===== config.mk =====
export PLATFORM = sky130hd
export DESIGN_NAME = dtwc_cell
export DESIGN_NICKNAME = d
export VERILOG_FILES = /design/src/design/dtw_template_classifier_top_defines.svh /design/src/design/dtwc_pkg.sv /design/src/design/dtwc_cell.sv
export SDC_FILE = /design/constraint.sdc
export NUM_CORES = 2
export LEC_CHECK = 0
export BUFFER_PORTS_ARGS = -buffer_cell sky130_fd_sc_hd__clkbuf_2
export CELL_PAD_IN_SITES_DETAIL_PLACEMENT = 0
export CELL_PAD_IN_SITES_GLOBAL_PLACEMENT = 1
export CORE_MARGIN = 10
export CORE_UTILIZATION = 50
export CTS_CLUSTER_DIAMETER = 100
export DETAILED_ROUTE_END_ITERATION = 16
export PLACE_DENSITY_LB_ADDON = 0.25
export SETUP_SLACK_MARGIN = 0.15
export SLEW_MARGIN = 20
export SYNTH_ARGS = -nofsm -noshare
export SYNTH_HDL_FRONTEND = slang
export SYNTH_SLANG_ARGS = --single-unit
export TNS_END_PERCENT = 10

===== constraint.sdc =====
create_clock -name aclk -period 20.9 [get_ports aclk]
set_input_delay 5.225 -clock aclk [delete_from_list [all_inputs] [get_ports aclk]]
set_output_delay 5.225 -clock aclk [all_outputs]
set_load 0.02 [all_outputs]

===== src/design/dtw_template_classifier_top_defines.svh =====
// assertion macros for the template classifier
`ifndef DTW_TEMPLATE_CLASSIFIER_TOP_DEFINES_SVH
`define DTW_TEMPLATE_CLASSIFIER_TOP_DEFINES_SVH

`ifndef SYNTHESIS
`define DTWC_ASSERT_IMP(lbl, clk, rstn, ante, cons) \
    lbl: assert property (@(posedge clk) disable iff (!rstn) (ante) |-> (cons)) \
        else $error("assertion failed");
`define DTWC_ASSERT_NXT(lbl, clk, rstn, ante, cons) \
    lbl: assert property (@(posedge clk) disable iff (!rstn) (ante) |=> (cons)) \
        else $error("assertion failed");
`else
`define DTWC_ASSERT_IMP(lbl, clk, rstn, ante, cons)
`define DTWC_ASSERT_NXT(lbl, clk, rstn, ante, cons)
`endif

`endif


===== src/design/dtwc_pkg.sv =====
// shared types and constants of the template classifier
`default_nettype none

package dtwc_pkg;

    localparam int COST_W   = 32;
    localparam int COORD_W  = 8;
    localparam int SQ_W     = 16;
    localparam int TAG_W    = 8;
    localparam int PS_MAX_W = 13;

    localparam logic [COST_W-1:0] COST_INF = {COST_W{1'b1}};

    localparam logic OP_LOAD   = 1'b0;
    localparam logic OP_SAMPLE = 1'b1;

    typedef struct packed {
        logic              valid;
        logic              hold;
        logic [TAG_W-1:0]  tag;
        logic [COST_W-1:0] new_cost;
        logic [COST_W-1:0] old_cost;
    } link_t;

endpackage

`default_nettype wire


===== src/design/dtwc_cell.sv =====
// one warping cell: one column of every template row, three register stages
`default_nettype none

module dtwc_cell #(
    parameter int NUM_TEMPLATES = 32,
    parameter int TW            = 5
) (
    input  wire logic                                aclk,
    input  wire logic                                aresetn,
    input  wire logic                                first_cell,
    input  wire logic                                fresh,
    input  wire logic signed [dtwc_pkg::COORD_W-1:0] xs,
    input  wire logic signed [dtwc_pkg::COORD_W-1:0] ys,
    input  wire logic                                pt_we,
    input  wire logic [TW-1:0]                       pt_addr,
    input  wire logic signed [dtwc_pkg::COORD_W-1:0] pt_x,
    input  wire logic signed [dtwc_pkg::COORD_W-1:0] pt_y,
    input  wire dtwc_pkg::link_t                     link_in,
    output dtwc_pkg::link_t                          link_out
);

    logic [dtwc_pkg::COST_W-1:0]         slot_mem [NUM_TEMPLATES];
    logic signed [dtwc_pkg::COORD_W-1:0] px_mem [NUM_TEMPLATES];
    logic signed [dtwc_pkg::COORD_W-1:0] py_mem [NUM_TEMPLATES];

    dtwc_pkg::link_t                     s1_reg;
    dtwc_pkg::link_t                     s2_reg;
    dtwc_pkg::link_t                     out_reg;
    logic [dtwc_pkg::COST_W-1:0]         slot_rd_reg;
    logic signed [dtwc_pkg::COORD_W-1:0] px_rd_reg;
    logic signed [dtwc_pkg::COORD_W-1:0] py_rd_reg;
    logic [dtwc_pkg::COST_W-1:0]         old_s2_reg;
    logic [dtwc_pkg::SQ_W-1:0]           dx2_reg;
    logic [dtwc_pkg::SQ_W-1:0]           dy2_reg;

    logic [dtwc_pkg::COST_W-1:0] old_m;
    logic [dtwc_pkg::COST_W-1:0] min_a;
    logic [dtwc_pkg::COST_W-1:0] min3;
    logic signed [8:0]           dx;
    logic signed [8:0]           dy;
    logic signed [17:0]          dx2_full;
    logic signed [17:0]          dy2_full;
    logic [dtwc_pkg::COST_W:0]   sum;
    logic [dtwc_pkg::COST_W-1:0] new_val;
    dtwc_pkg::link_t             s2_next;
    dtwc_pkg::link_t             out_next;

    // stage 1: memory reads
    always_ff @(posedge aclk) begin
        slot_rd_reg <= slot_mem[link_in.tag[TW-1:0]];
        px_rd_reg   <= px_mem[link_in.tag[TW-1:0]];
        py_rd_reg   <= py_mem[link_in.tag[TW-1:0]];
    end

    always_ff @(posedge aclk) begin
        if (pt_we) begin
            px_mem[pt_addr] <= pt_x;
            py_mem[pt_addr] <= pt_y;
        end
    end

    // stage 2: squares and neighbor minimum
    always_comb begin
        if (fresh) begin
            old_m = first_cell ? '0 : dtwc_pkg::COST_INF;
        end else begin
            old_m = slot_rd_reg;
        end
        dx       = 9'(xs) - 9'(px_rd_reg);
        dy       = 9'(ys) - 9'(py_rd_reg);
        dx2_full = dx * dx;
        dy2_full = dy * dy;
        min_a    = (s1_reg.new_cost < s1_reg.old_cost) ? s1_reg.new_cost : s1_reg.old_cost;
        min3     = (old_m < min_a) ? old_m : min_a;
        s2_next          = s1_reg;
        s2_next.new_cost = min3;
    end

    always_ff @(posedge aclk) begin
        if (!aresetn) begin
            s1_reg <= '0;
            s2_reg <= '0;
        end else begin
            s1_reg <= link_in;
            s2_reg <= s2_next;
        end
    end

    always_ff @(posedge aclk) begin
        old_s2_reg <= old_m;
        dx2_reg    <= dx2_full[dtwc_pkg::SQ_W-1:0];
        dy2_reg    <= dy2_full[dtwc_pkg::SQ_W-1:0];
    end

    // stage 3: saturating accumulate, or shift the row by one on hold or in the first cell
    always_comb begin
        sum = {1'b0, s2_reg.new_cost} + 33'(dx2_reg) + 33'(dy2_reg);
        if (s2_reg.hold || first_cell) begin
            new_val = s2_reg.old_cost;
        end else if (sum[dtwc_pkg::COST_W]) begin
            new_val = dtwc_pkg::COST_INF;
        end else begin
            new_val = sum[dtwc_pkg::COST_W-1:0];
        end
        out_next          = s2_reg;
        out_next.new_cost = new_val;
        out_next.old_cost = old_s2_reg;
    end

    always_ff @(posedge aclk) begin
        if (!aresetn) begin
            out_reg <= '0;
        end else begin
            out_reg <= out_next;
        end
    end

    always_ff @(posedge aclk) begin
        if (s2_reg.valid) begin
            slot_mem[s2_reg.tag[TW-1:0]] <= new_val;
        end
    end

    assign link_out = out_reg;

endmodule

`default_nettype wire


### Word-level counts from Yosys, hierarchy flattened

Memories as Yosys holds them, arrays and structs flattened. A register that Yosys moved wholly into a read port is not among the register bits.
Cells that the tools add are included.

* register bits after elaboration: 286
* RAM bits: 1536
* input bits: 116
* output and inout bits: 74
* logic and storage cells: 40
* memories kept: 3

Memories
* slot_mem: words 32, bits a word 32, read ports 1, clocked after memory_dff 1, wr ports 1, line dtwc_cell.sv:22 `logic [dtwc_pkg::COST_W-1:0] slot_mem [NUM_TEMPLATES];`
* px_mem: words 32, bits a word 8, read ports 1, clocked after memory_dff 1, wr ports 1, line dtwc_cell.sv:23 `logic signed [dtwc_pkg::COORD_W-1:0] px_mem [NUM_TEMPLATES];`
* py_mem: words 32, bits a word 8, read ports 1, clocked after memory_dff 1, wr ports 1, line dtwc_cell.sv:24 `logic signed [dtwc_pkg::COORD_W-1:0] py_mem [NUM_TEMPLATES];`

* add/subtract/negate cells: 4
* multipliers: 2
* magnitude comparators: 2
* muxes and demuxes: 10
* reduce and logical (&&, ||, !) cells: 1

Operator list (count)
* 32-bit two-way mux: 6
* 32-bit < comparator: 2
* 32-bit by 16-bit adder with 33-bit output: 1
* 33-bit by 16-bit adder with 33-bit output: 1
* 9-bit by 9-bit multiplier with 16-bit output: 2
* 8-bit by 8-bit subtractor with 9-bit output: 2
* 1-bit two-way mux: 4
* 1-bit logical OR: 1

### Longest topological paths before layout

* depth after elaboration: 4
* depth in mapped cells: 31
* depth with buffers taken out: 30

### Least setup slack after synthesis

No wires, ideal clock.

* path kind: input -> register
* start: input xs[1] in the netlist's numbering
* end: register dx2_reg[15] in the netlist's numbering
* arrival time: 11.053 ns
* required time: 20.780 ns
* setup slack: 9.727 ns
* stages on the path: 26
* path through: ha_1 nor2b_1 o21ai_0 a21boi_0 o21ai_0 a21boi_0 o21a_1 nor2_1 mux2_2 fa_1 inv_1 fa_1 inv_1 fa_1 fa_1 inv_1 fa_1 inv_1 ha_1 a21oi_1 o21bai_1 a21oi_1 o21ai_0 a21o_1 a21oi_1 xnor2_1

* word-level cells in the longest chain between the ends: 2

RTL lines
* start, declared: line dtwc_cell.sv:12 `input wire logic signed [dtwc_pkg::COORD_W-1:0] xs,`
* 8-bit by 8-bit subtractor with 9-bit output: line dtwc_cell.sv:69 `dx = 9'(xs) - 9'(px_rd_reg);`
* 9-bit by 9-bit multiplier with 16-bit output: line dtwc_cell.sv:71 `dx2_full = dx * dx;`
* named net dx2_full[15]: line dtwc_cell.sv:41 `logic signed [17:0] dx2_full;`
* end signal, assigned: line dtwc_cell.sv:91 `dx2_reg <= dx2_full[dtwc_pkg::SQ_W-1:0];`
* end, declared: line dtwc_cell.sv:33 `logic [dtwc_pkg::SQ_W-1:0] dx2_reg;`

The timed path passes the listed nets, and every way through them passes these cells.
A chain may end at the register's enable or synchronous reset.

### Final worst setup path

* start: input xs[0] in the netlist's numbering
* end: register dx2_reg[15] in the netlist's numbering

The elaborated chain is that of the path after synthesis.

==> metrics <==
Synth Flop Type=edfxtp_1; routed via count=38030; worst hold path cell count=1; Max Freq=91.73 MHz; Final Cycle Share=52.16%; Post-synth EDFFs=1536; std cell rows=143; Hold WC Path Type=reg -> reg; GR Overflow Total=0; post-CTS setup buffers=0; FFs w/ async S/R, synth=0%; drt via density=5.789; Post-Syn Nets=4483; worst-skew pair later-pin latency=830 ps; r2r setup slk=14130 ps; most common cell after layout, fill and taps aside=edfxtp_1; CP required=21640 ps; WL final=179800 microns; Final ANT Viol Nets=0; die height=409.9 microns; CP Class=in -> reg; clock buffer depth=3; CP startpoint=xs[0]; vias in the first global route=39120; Top cell by count, worst path=inv_1; Initial DRC Count=4094; Avg Cell Area, Syn=18.63 sq um; HPWL after detailed placement=106800 microns; Die Wd=409.9 microns; fillers=11380; largest cells by area after synthesis=edfxtp_1 61%, mux4_2 14%, dfxtp_1 8.7%; Final Setup Violations=0; worst slew pin tran=1113 ps; Fin. Hold Viols=0; Largest register FFs=1024; R2R depth=27; Worst Path Buf+Inv=7; total CTS buffers=186; CP top delay family=adder cells; Synth top area share=60.68%; CTS tree=done; first-pass GRT wire length=265800 microns; HP Start=old_s2_reg[3]$_DFF_P_; Fin Hold WS=431.7 ps; nets=4787; Critical Path Source Type=primary input; Seq/Total Area, Yosys=69.42%; largest net degree at the start of global routing=147; DRC errors left=0; synthesized flop and latch total=1868; clk_skew=41.98 ps; Synth Warn #=0; CTS root buffer=clkbuf_16; initial antenna violation count=5; max cap viols=0; share of layout cells above drive strength 1=26.69%; setup TNS=0 ps; routability cong.=0.8388; CP Depth=29; R2R Path End=dx2_reg[15]$_DFF_P_; VDD IR max=238.2 uV; CTS clk-pin slew, worst paths=60 ps; H-tree depth=4; post_cts resized=0; Hold Path End=link_out[3]$_SDFF_PN0_; post-synth top area cell=edfxtp_1; number of I/O pins=190; reported leakage power=29.84 nW; Gate Count Post-Synth=4080; critical path peak fanout=7; Final Util=56.92%; Post-Synthesis Cell Area=76020 sq um; Layout area overhead=13.46%; drt pass-1 iters=5; CP arrival=11640 ps; FF-to-FF Start=px_rd_reg[1]$_DFF_P_; RSZ-0062 raised after global routing=false; routed len/inst=27.37 microns; Hold Buf Count CTS=0; Design Power=0.01203 W; Crit-path slowest cell=fa_1; commonest cells after routing, fill and taps aside=1536 x edfxtp_1, 480 x mux4_2, 332 x dfxtp_1; crit path capture type=register; Die Area=168000 sq um; crit-path max cell delay=520 ps; Starting Density=50.16%; Slew Viols, Final=0; Overall Global Routing Usage=21.38%; Final min period=10900 ps; power per cell area=139.4 nW/um^2; Distinct cells, synth=61; core area=151500 sq um; Clock Sinks=1868; Port Buf Inserts=189; status=complete, no violations; worst rel slew slack=25.50%
-- worst max path at each step --
stage                                     end  slack (ps)
after floorplan           dx2_reg[15]$_DFF_P_        9730
after global placement    dx2_reg[15]$_DFF_P_        9140
after detailed placement  dx2_reg[15]$_DFF_P_        9160
after CTS                 dx2_reg[15]$_DFF_P_       10010
after global routing      dy2_reg[15]$_DFF_P_        9460
final                     dx2_reg[15]$_DFF_P_       10000
-- cell type report --
class | instances | area, sq um | share of cell area (%)
Sequential cell | 1868 | 52770 | 61.18
Multi-Input combinational cell | 1801 | 22130 | 25.65
Clock buffer | 230 | 5004 | 5.801
Tap cell | 2030 | 2540 | 2.945
Timing Repair Buffer | 296 | 1851 | 2.145
Clock inverter | 112 | 1092 | 1.266
Inverter | 231 | 868.3 | 1.007
Antenna cell | 1 | 2.502 | 0.002901
-- through the flow --
step	instances	worst slack, ps	area [sq um]
2_1_floorplan	4080	9727	76020
3_3_place_gp	6224	9138	80100
3_5_place_dp	6224	9159	80110
4_1_cts	6566	10010	86210
5_1_grt	6568	9461	86250
6_report	6569	9999	86250
-- per-layer routing --
metal  part of all wire (%)  global-route usage [%]  vias to the layer above
li1                       -                       -                    16480
met1                     44                   31.62                    20000
met2                     47                   33.44                     1314
met3                    6.9                   3.579                      238
met4                    2.0                   4.960                        0
met5                      0                       0                        -
-- cells in the mapped netlist (all sizes together) (5+ instances only) --
master,n
edfxtp,1536
clkbuf,137
fa,124
or3,5
nor2,230
nor3,18
and3,13
ha,163
nor2b,12
o31ai,8
dfxtp,332
mux2,50
xnor2,43
a31oi,14
mux4,480
nand3b,11
nand4,11
xor2,22
a211o,6
a21boi,9
nand2,72
o21ai,47
or3b,8
and4,7
nand3,19
a211oi,46
nand2b,16
o21a,35
or2,7
buf,43
a21o,17
and2,147
inv,230
a21oi,114
-- report_power, final --
group	total, W	leakage [nW]	internal [W]	switching (W)
combinational	0.00420	10.2	0.00176	0.00243
clock	0.00330	3.00	0.00188	0.00141
sequential	0.00453	16.7	0.00447	0.0000633
-- logic make-up after synthesis --
kind of cell	count (synthesis)	synth area share [%]
adder cells (fa/ha/maj)	287	5.948
AND/OR/NAND/NOR	584	3.827
flip-flops	1868	69.42
AO/OA/AOI/OAI	330	2.977
other	2	0.009879
XOR/XNOR	65	0.7489
buffers and inverters	411	2.069
multiplexers	533	15.00
(Power assumes the default switching activity.)
