`src/design/dtw_template_classifier_top_defines.svh`:
```
// assertion macros for the template classifier
`ifndef DTW_TEMPLATE_CLASSIFIER_TOP_DEFINES_SVH
`define DTW_TEMPLATE_CLASSIFIER_TOP_DEFINES_SVH

`ifndef SYNTHESIS
`define DTWC_ASSERT_IMP(lbl, clk, rstn, ante, cons) \
    lbl: assert property (@(posedge clk) disable iff (!rstn) (ante) |-> (cons)) \
        else $error("assertion failed");
`define DTWC_ASSERT_NXT(lbl, clk, rstn, ante, cons) \
    lbl: assert property (@(posedge clk) disable iff (!rstn) (ante) |=> (cons)) \
        else $error("assertion failed");
`else
`define DTWC_ASSERT_IMP(lbl, clk, rstn, ante, cons)
`define DTWC_ASSERT_NXT(lbl, clk, rstn, ante, cons)
`endif

`endif

```
`src/design/dtwc_pkg.sv`:
```
// shared types and constants of the template classifier
`default_nettype none

package dtwc_pkg;

    localparam int COST_W   = 32;
    localparam int COORD_W  = 8;
    localparam int SQ_W     = 16;
    localparam int TAG_W    = 8;
    localparam int PS_MAX_W = 13;

    localparam logic [COST_W-1:0] COST_INF = {COST_W{1'b1}};

    localparam logic OP_LOAD   = 1'b0;
    localparam logic OP_SAMPLE = 1'b1;

    typedef struct packed {
        logic              valid;
        logic              hold;
        logic [TAG_W-1:0]  tag;
        logic [COST_W-1:0] new_cost;
        logic [COST_W-1:0] old_cost;
    } link_t;

endpackage

`default_nettype wire

```
`src/design/dtwc_div.sv`:
```
// restoring divider, one quotient bit per cycle
`default_nettype none

module dtwc_div #(
    parameter int DW = 9
) (
    input  wire logic                        aclk,
    input  wire logic                        aresetn,
    input  wire logic                        start,
    input  wire logic [dtwc_pkg::COST_W-1:0] dividend,
    input  wire logic [DW-1:0]               divisor,
    output logic                             done,
    output logic [dtwc_pkg::COST_W-1:0]      quotient
);

    logic [DW-1:0]               rem_reg;
    logic [DW-1:0]               dvs_reg;
    logic [dtwc_pkg::COST_W-1:0] quo_reg;
    logic [5:0]                  cnt_reg;
    logic                        busy_reg;
    logic                        done_reg;
    logic [DW:0]                 trial;
    logic                        fits;

    always_comb begin
        trial = {rem_reg, quo_reg[dtwc_pkg::COST_W-1]};
        fits  = (trial >= {1'b0, dvs_reg});
    end

    always_ff @(posedge aclk) begin
        if (!aresetn) begin
            busy_reg <= 1'b0;
            done_reg <= 1'b0;
            cnt_reg  <= '0;
        end else begin
            done_reg <= 1'b0;
            if (start) begin
                busy_reg <= 1'b1;
                cnt_reg  <= 6'(dtwc_pkg::COST_W);
            end else if (busy_reg) begin
                cnt_reg <= cnt_reg - 6'd1;
                if (cnt_reg == 6'd1) begin
                    busy_reg <= 1'b0;
                    done_reg <= 1'b1;
                end
            end
        end
    end

    always_ff @(posedge aclk) begin
        if (start) begin
            rem_reg <= '0;
            dvs_reg <= divisor;
            quo_reg <= dividend;
        end else if (busy_reg) begin
            rem_reg <= fits ? DW'(trial - {1'b0, dvs_reg}) : trial[DW-1:0];
            quo_reg <= {quo_reg[dtwc_pkg::COST_W-2:0], fits};
        end
    end

    assign done     = done_reg;
    assign quotient = quo_reg;

endmodule

`default_nettype wire

```
`config.mk`:
```
export PLATFORM = sky130hd
export DESIGN_NAME = dtwc_div
export DESIGN_NICKNAME = d
export VERILOG_FILES = /design/src/design/dtw_template_classifier_top_defines.svh /design/src/design/dtwc_pkg.sv /design/src/design/dtwc_div.sv
export SDC_FILE = /design/constraint.sdc
export NUM_CORES = 1
export LEC_CHECK = 0
export BUFFER_PORTS_ARGS = -buffer_cell sky130_fd_sc_hd__buf_2
export CELL_PAD_IN_SITES_DETAIL_PLACEMENT = 0
export CELL_PAD_IN_SITES_GLOBAL_PLACEMENT = 1
export CORE_MARGIN = 1.5
export CORE_UTILIZATION = 44
export CTS_CLUSTER_SIZE = 16
export DETAILED_ROUTE_END_ITERATION = 10
export PLACE_DENSITY_LB_ADDON = 0.1
export SYNTH_ARGS = -nofsm -noshare
export SYNTH_HDL_FRONTEND = slang
export SYNTH_SLANG_ARGS = --single-unit
```
`constraint.sdc`:
```
create_clock -name aclk -period 3.7 [get_ports aclk]
set_clock_uncertainty 0.2 [all_clocks]
set_input_delay 0.37 -clock aclk [delete_from_list [all_inputs] [get_ports aclk]]
set_output_delay 0.37 -clock aclk [all_outputs]
set_load 0.05 [all_outputs]
```
### After elaboration in Yosys (flattened, before gate mapping)

Cells that the tools add are included.

* order comparisons: 1
* equal/unequal tests: 1
* multiplexer cells: 9
* add/subtract/negate cells: 2
* bitwise logic cells: 2
* reduce and logical (&&, ||, !) cells: 3

Operator list (count)
* two-way mux 32 bit: 2
* two-way mux 6 bit: 2
* greater-or-equal comparator 10 x 9 -> 1 bit: 1
* two-way mux 9 bit: 1
* subtractor 9 bit: 1
* == test 6 x 1 -> 1 bit (second input constant): 1
* subtractor 6 x 1 -> 6 bit (second input constant): 1
* two-way mux 1 bit: 4
* OR reduction 3 bit: 1
* NOT 1 bit: 2
* nonzero test 2 bit: 1
* OR reduction 2 bit: 1

* bits of input ports: 44
* word-level logic and storage cells: 25
* bits in registers: 58

### Longest topological paths before layout

* depth in word-level cells: 4
* gate-level depth with buffers: 10
* depth with buffers taken out: 9

### Least setup slack after synthesis

Ideal clock, no wire load.

* path kind: register -> register
* start point: reg quo_reg, in the netlist quotient[31]
* end point: reg rem_reg[0]
* data required time: 3409 ps
* arrival: 2454 ps
* clock period less this slack: 2745 ps
* setup slack: 955 ps
* cell stages (with the launch flop): 11
* path through: edfxtp_1 -> inv_1 -> ha_1 -> inv_1 -> fa_1 -> a211oi_2 -> o21a_1 -> o211a_2 -> clkbuf_8 -> nand2_1 -> a311oi_1

* cells in the longest elaborated chain, start to end: 2
* elaborated cells on any way between the ends: 3
* those cells by class: add/sub (1); order compare (1); mux (1)

RTL lines
* start, declared: RTL line dtwc_div.sv:18 `logic [dtwc_pkg::COST_W-1:0] quo_reg;`
* start signal, assigned: RTL line dtwc_div.sv:54 `quo_reg <= dividend;`
* start signal, assigned: RTL line dtwc_div.sv:57 `quo_reg <= {quo_reg[dtwc_pkg::COST_W-2:0], fits};`
* subtractor 9 bit / greater-or-equal comparator 10 x 9 -> 1 bit (equally long branches): RTL line dtwc_div.sv:56, dtwc_div.sv:27
* two-way mux 9 bit *: RTL line dtwc_div.sv:56 `rem_reg <= fits ? DW'(trial - {1'b0, dvs_reg}) : trial[DW-1:0];`
* end signal, assigned: RTL line dtwc_div.sv:56
* end, declared: RTL line dtwc_div.sv:16 `logic [DW-1:0] rem_reg;`

Mark *: on every way between the ends. The rest lies on a longest branch, timed or not.
A chain may end at the register's enable or synchronous reset.

### Worst setup path after layout

* start point: reg quo_reg, in the netlist quotient[31]
* end point: reg rem_reg[4]

Same word-level chain as after synthesis.

==> results by stage <==
Outcome:
- The flow ran to the end, and the final reports show no timing, DRC or antenna violations.

Clock tree:
- Clock-pin slew was measured on the worst setup and hold paths at 70 ps.
- In this run the clock root is driven by a sky130_fd_sc_hd__clkbuf_8.
- In this run the deepest clock path goes through 2 buffers.
- TritonCTS built the clock tree.
- The number of H-tree levels is 3.
- The latest clock arrival within the worst-skew pair is 330 ps.
- The clock sink count is 58.
- In this run, post-CTS repair resized a total of 0 instances.
- In this run, CTS created clock tree buffers numbering 9.

Global route:
- The first global-routing pass estimated 9530 um of wire.
- The number of global-route vias before repair came to 1989.
- The maximum number of pins on one net before global-route repair is 33.
- The global-route total usage across every layer is 0.176.
- The remaining global-route overflow is 0.
- The number of antenna violations at the first check in global routing is 0.

Critical path:
- The startpoint type of the worst setup path is a flip-flop.
- In this run the worst path has a maximum fanout of 14.
- The family of cells with the greatest summed delay on the critical path is compound AO/OA/AOI/OAI gates.
- On the worst path, the slowest cell contributes a delay of 430 ps.
- The kind of end point of the critical path is a flip-flop.
- The required time reported for the critical path endpoint is 3690 ps.
- The cell occurring most often along the worst timing path is sky130_fd_sc_hd__inv_1.
- Walking the worst path, the cells encountered are inv_1 > ha_1 > inv_1 > fa_1 > a211oi_2 > o21a_1 > o211a_2 > mux2i_1 > a211oi_1.
- Data arrives at the worst endpoint at 2700 ps.
- Together, buffers and inverters on the worst path number 2.
- The critical path is of the reg -> reg type.
- The slowest stage of the critical path belongs to the cell sky130_fd_sc_hd__o211a_2.
- For flop-to-flop paths, the worst setup slack is 990 ps.

Power:
- For this design the static power due to leakage is 1.50 nW.
- For this design the ratio of total power to cell area is 500 nW/um2.
- The worst-case vdd ir drop is 0.261 mV.

Synth:
- The parity-gate share of the synthesized area counting xor and xnor cells is 0.0277.
- The share of the synthesized area in compound gates (AO/OA/AOI/OAI) is 0.0866.
- The cell accounting for the most synthesized area is sky130_fd_sc_hd__edfxtp_1.
- The adder-cell share of the synthesized area is 0.0554.
- Yosys mapped a number of flops with a built-in enable equal to 41.
- Among all flip-flop cells after synthesis, the most frequent one is sky130_fd_sc_hd__edfxtp_1.
- For this run, asynchronously set or reset flops after synthesis account for 0.
- In this run, distinct cell masters in the synthesized netlist total 41.
- The number of flip-flops and latches in the synthesized netlist is 58.
- The cell with the most instances after synthesis is sky130_fd_sc_hd__edfxtp_1.
- The net count after synthesis is 284.
- The main combinational cell family by area after synthesis is multiplexers.
- The post-synthesis mux area share is 0.154.
- The sequential-to-total area share from yosys stat is 0.552.
- By area the synthesized netlist is led by sky130_fd_sc_hd__edfxtp_1 43%, sky130_fd_sc_hd__mux2_2 12%, sky130_fd_sc_hd__dfxtp_1 12%, sky130_fd_sc_hd__ha_1 4.8%, sky130_fd_sc_hd__mux2i_1 3.2%.
- The area share of the largest cell type after synthesis is 0.433.
- The synthesized-area fraction occupied by and/or/nand/nor cells is 0.0880.
- The warning count from the yosys run is 0.
- The cell area after technology mapping is 2850 um2.
- Synthesis produced a netlist whose cell count is 228.
- Counting instances in the post-synthesis netlist gives the leading cell types as 41 x sky130_fd_sc_hd__edfxtp_1, 31 x sky130_fd_sc_hd__mux2_2, 22 x sky130_fd_sc_hd__nor2_1.
- The average footprint of a synthesized cell is 12.5 um2.

Die:
- The total number of placement rows is 29.
- The y dimension of the die is 83.4 um.
- The initial cell density of the core is 0.451.
- The die extent in x is 83.4 um.
- The core region is 6310 um2.
- The I/O pin total is 77.
- The die covers 6960 um2.

Finish:
- After filler insertion, the fill cell instance count of the layout stands at 580.
- Of the cells placed in the final design, the portion with a size suffix greater than 1 is 0.413.
- After routing the design area is 3530 um2.
- The number of non-filler instances in the completed layout is 397.
- The count of inserted antenna diode cells is 0.
- The net count of the finished layout is 371.
- Compared with the post-synthesis result, the final layout area differs by 24.0%.
- The number of flip-flops in the largest register is 32.

Detailed routing:
- After detailed routing, the number of remaining DRC violations is 0.
- The total routed wirelength is 5750 um.
- In the routed layout, each cell is associated on average with a via count of 5.02.
- The detailed router finished its first iteration with 82 violations.
- The count of nets left with antenna violations once routing finished came out at 0.
- The total iterations of the first detailed-routing run is 4.
- The total number of vias is 1992.
- Dividing the detail-routed wire length by the instance count gives 14.5 um.

Timing:
- The number of failing hold endpoints at the final stage came to 0.
- The slew at the pin with the worst max-slew slack is 746 ps.
- Setup repair after global routing left no endpoint under its margin.
- The clock period could shrink to 2710 ps.
- The number of setup violations in the final report is 0.
- For the final routed database, the setup TNS stands at 0 ps.
- Hold is met by 19.9 ps.
- Measured against its own limit, the worst slew margin works out to 0.503.
- The highest attainable clock frequency is 369 MHz.
- Dividing the final minimum period by the clock period gives 0.732.
- The max-slew violation total from the final report is 0.

Run:
- The max capacitance violation total is 0.

Place:
- The total placed instance area is 3290 um2.
- Once placement completed, the tool counted placed cells totaling 374.
- The final weighted congestion in routability-driven placement is 0.794.
- The count of buffers added on input and output ports is 76.
- Detailed placement finished with a half-perimeter wire length of 3910 um.

Hold path:
- In this run the worst hold path is classified as in -> reg.
[layer usage]
| metal | wire [um] | track usage |
|---|---|---|
| met5 | 0 | 0 |
| met4 | 78 | 0.0760 |
| met3 | 270 | 0.0586 |
| met2 | 2650 | 0.269 |
| met1 | 2750 | 0.229 |
[worst reg2reg max path, stage by stage, from the launching register on]
cell	delay (ps)
sky130_fd_sc_hd__edfxtp_1	390
sky130_fd_sc_hd__inv_1	70
sky130_fd_sc_hd__ha_1	160
sky130_fd_sc_hd__inv_1	50
sky130_fd_sc_hd__fa_1	410
sky130_fd_sc_hd__a211oi_2	300
sky130_fd_sc_hd__o21a_1	230
sky130_fd_sc_hd__o211a_2	430
sky130_fd_sc_hd__mux2i_1	240
sky130_fd_sc_hd__a211oi_1	80
[power breakdown]
part / total, W / switching, W / internal [W]
clock: 0.000504 / 0.000244 / 0.000260
combinational: 0.000457 / 0.000292 / 0.000165
sequential: 0.000803 / 0.0000337 / 0.000769
[path summary, 6_finish.rpt]
path / startpoint / end / cells past startpoint
min: divisor[4] / dvs_reg[4] / 1
min reg2reg: rem_reg[2] / rem_reg[2] / 2
max reg2reg: quotient[31] / rem_reg[4] / 9
max: quotient[31] / rem_reg[4] / 9
[cell families after synthesis]
group,after synthesis
xor+xnor,9
mux,40
buf+inv,24
fa+ha+maj,12
flops,58
simple gates,51
compound gates,34
[what timing repair did]
| item | CTS | global route |
|---|---|---|
| hold buffers | 7 | 0 |
| buffers inserted | 0 | 0 |
| endpoints found under the hold margin | 7 | 0 |
[per-stage QoR]
step,setup WS [ps],util,power (W)
final,992,0.559,0.00176
after global routing,832,0.559,0.00186
after CTS,971,0.559,0.00179
after detailed placement,1020,0.521,0.00127
after global placement,1080,0.521,0.00126
after floorplan,955,-,0.00116
[area by class of cell]
cell class | instances | area, um2 | area share
tap | 77 | 96.3 | 0.0273
clock inverter | 3 | 16.3 | 0.00461
multi-input combinational | 146 | 1170 | 0.332
clock buffer | 13 | 149 | 0.0422
timing repair buffer | 85 | 465 | 0.132
sequential | 58 | 1570 | 0.446
inverter | 15 | 56.3 | 0.0160
[cells in the final DEF (no fill, tap or decap), types with 2 or more instances in the layout]
cell	count
sky130_fd_sc_hd__buf_2	76
sky130_fd_sc_hd__edfxtp_1	41
sky130_fd_sc_hd__mux2_2	31
sky130_fd_sc_hd__nor2_1	22
sky130_fd_sc_hd__dfxtp_1	17
sky130_fd_sc_hd__inv_1	15
sky130_fd_sc_hd__ha_1	11
sky130_fd_sc_hd__clkbuf_8	10
sky130_fd_sc_hd__mux2i_1	9
sky130_fd_sc_hd__a21oi_1	8
sky130_fd_sc_hd__a211oi_1	8
sky130_fd_sc_hd__nand2_1	8
sky130_fd_sc_hd__dlygate4sd3_1	7
sky130_fd_sc_hd__xnor2_1	5
sky130_fd_sc_hd__xor2_1	4
sky130_fd_sc_hd__or2_2	3
sky130_fd_sc_hd__o211ai_1	3
sky130_fd_sc_hd__nand3_1	3
sky130_fd_sc_hd__nand3b_1	3
sky130_fd_sc_hd__o21ai_0	3
sky130_fd_sc_hd__clkbuf_1	3
sky130_fd_sc_hd__a211oi_2	2
sky130_fd_sc_hd__o21a_1	2
sky130_fd_sc_hd__or3_1	2
sky130_fd_sc_hd__a311oi_1	2
sky130_fd_sc_hd__nor3_1	2
sky130_fd_sc_hd__clkinv_2	2
sky130_fd_sc_hd__buf_4	2
Note: power is estimated with default switching activity, not from simulation.
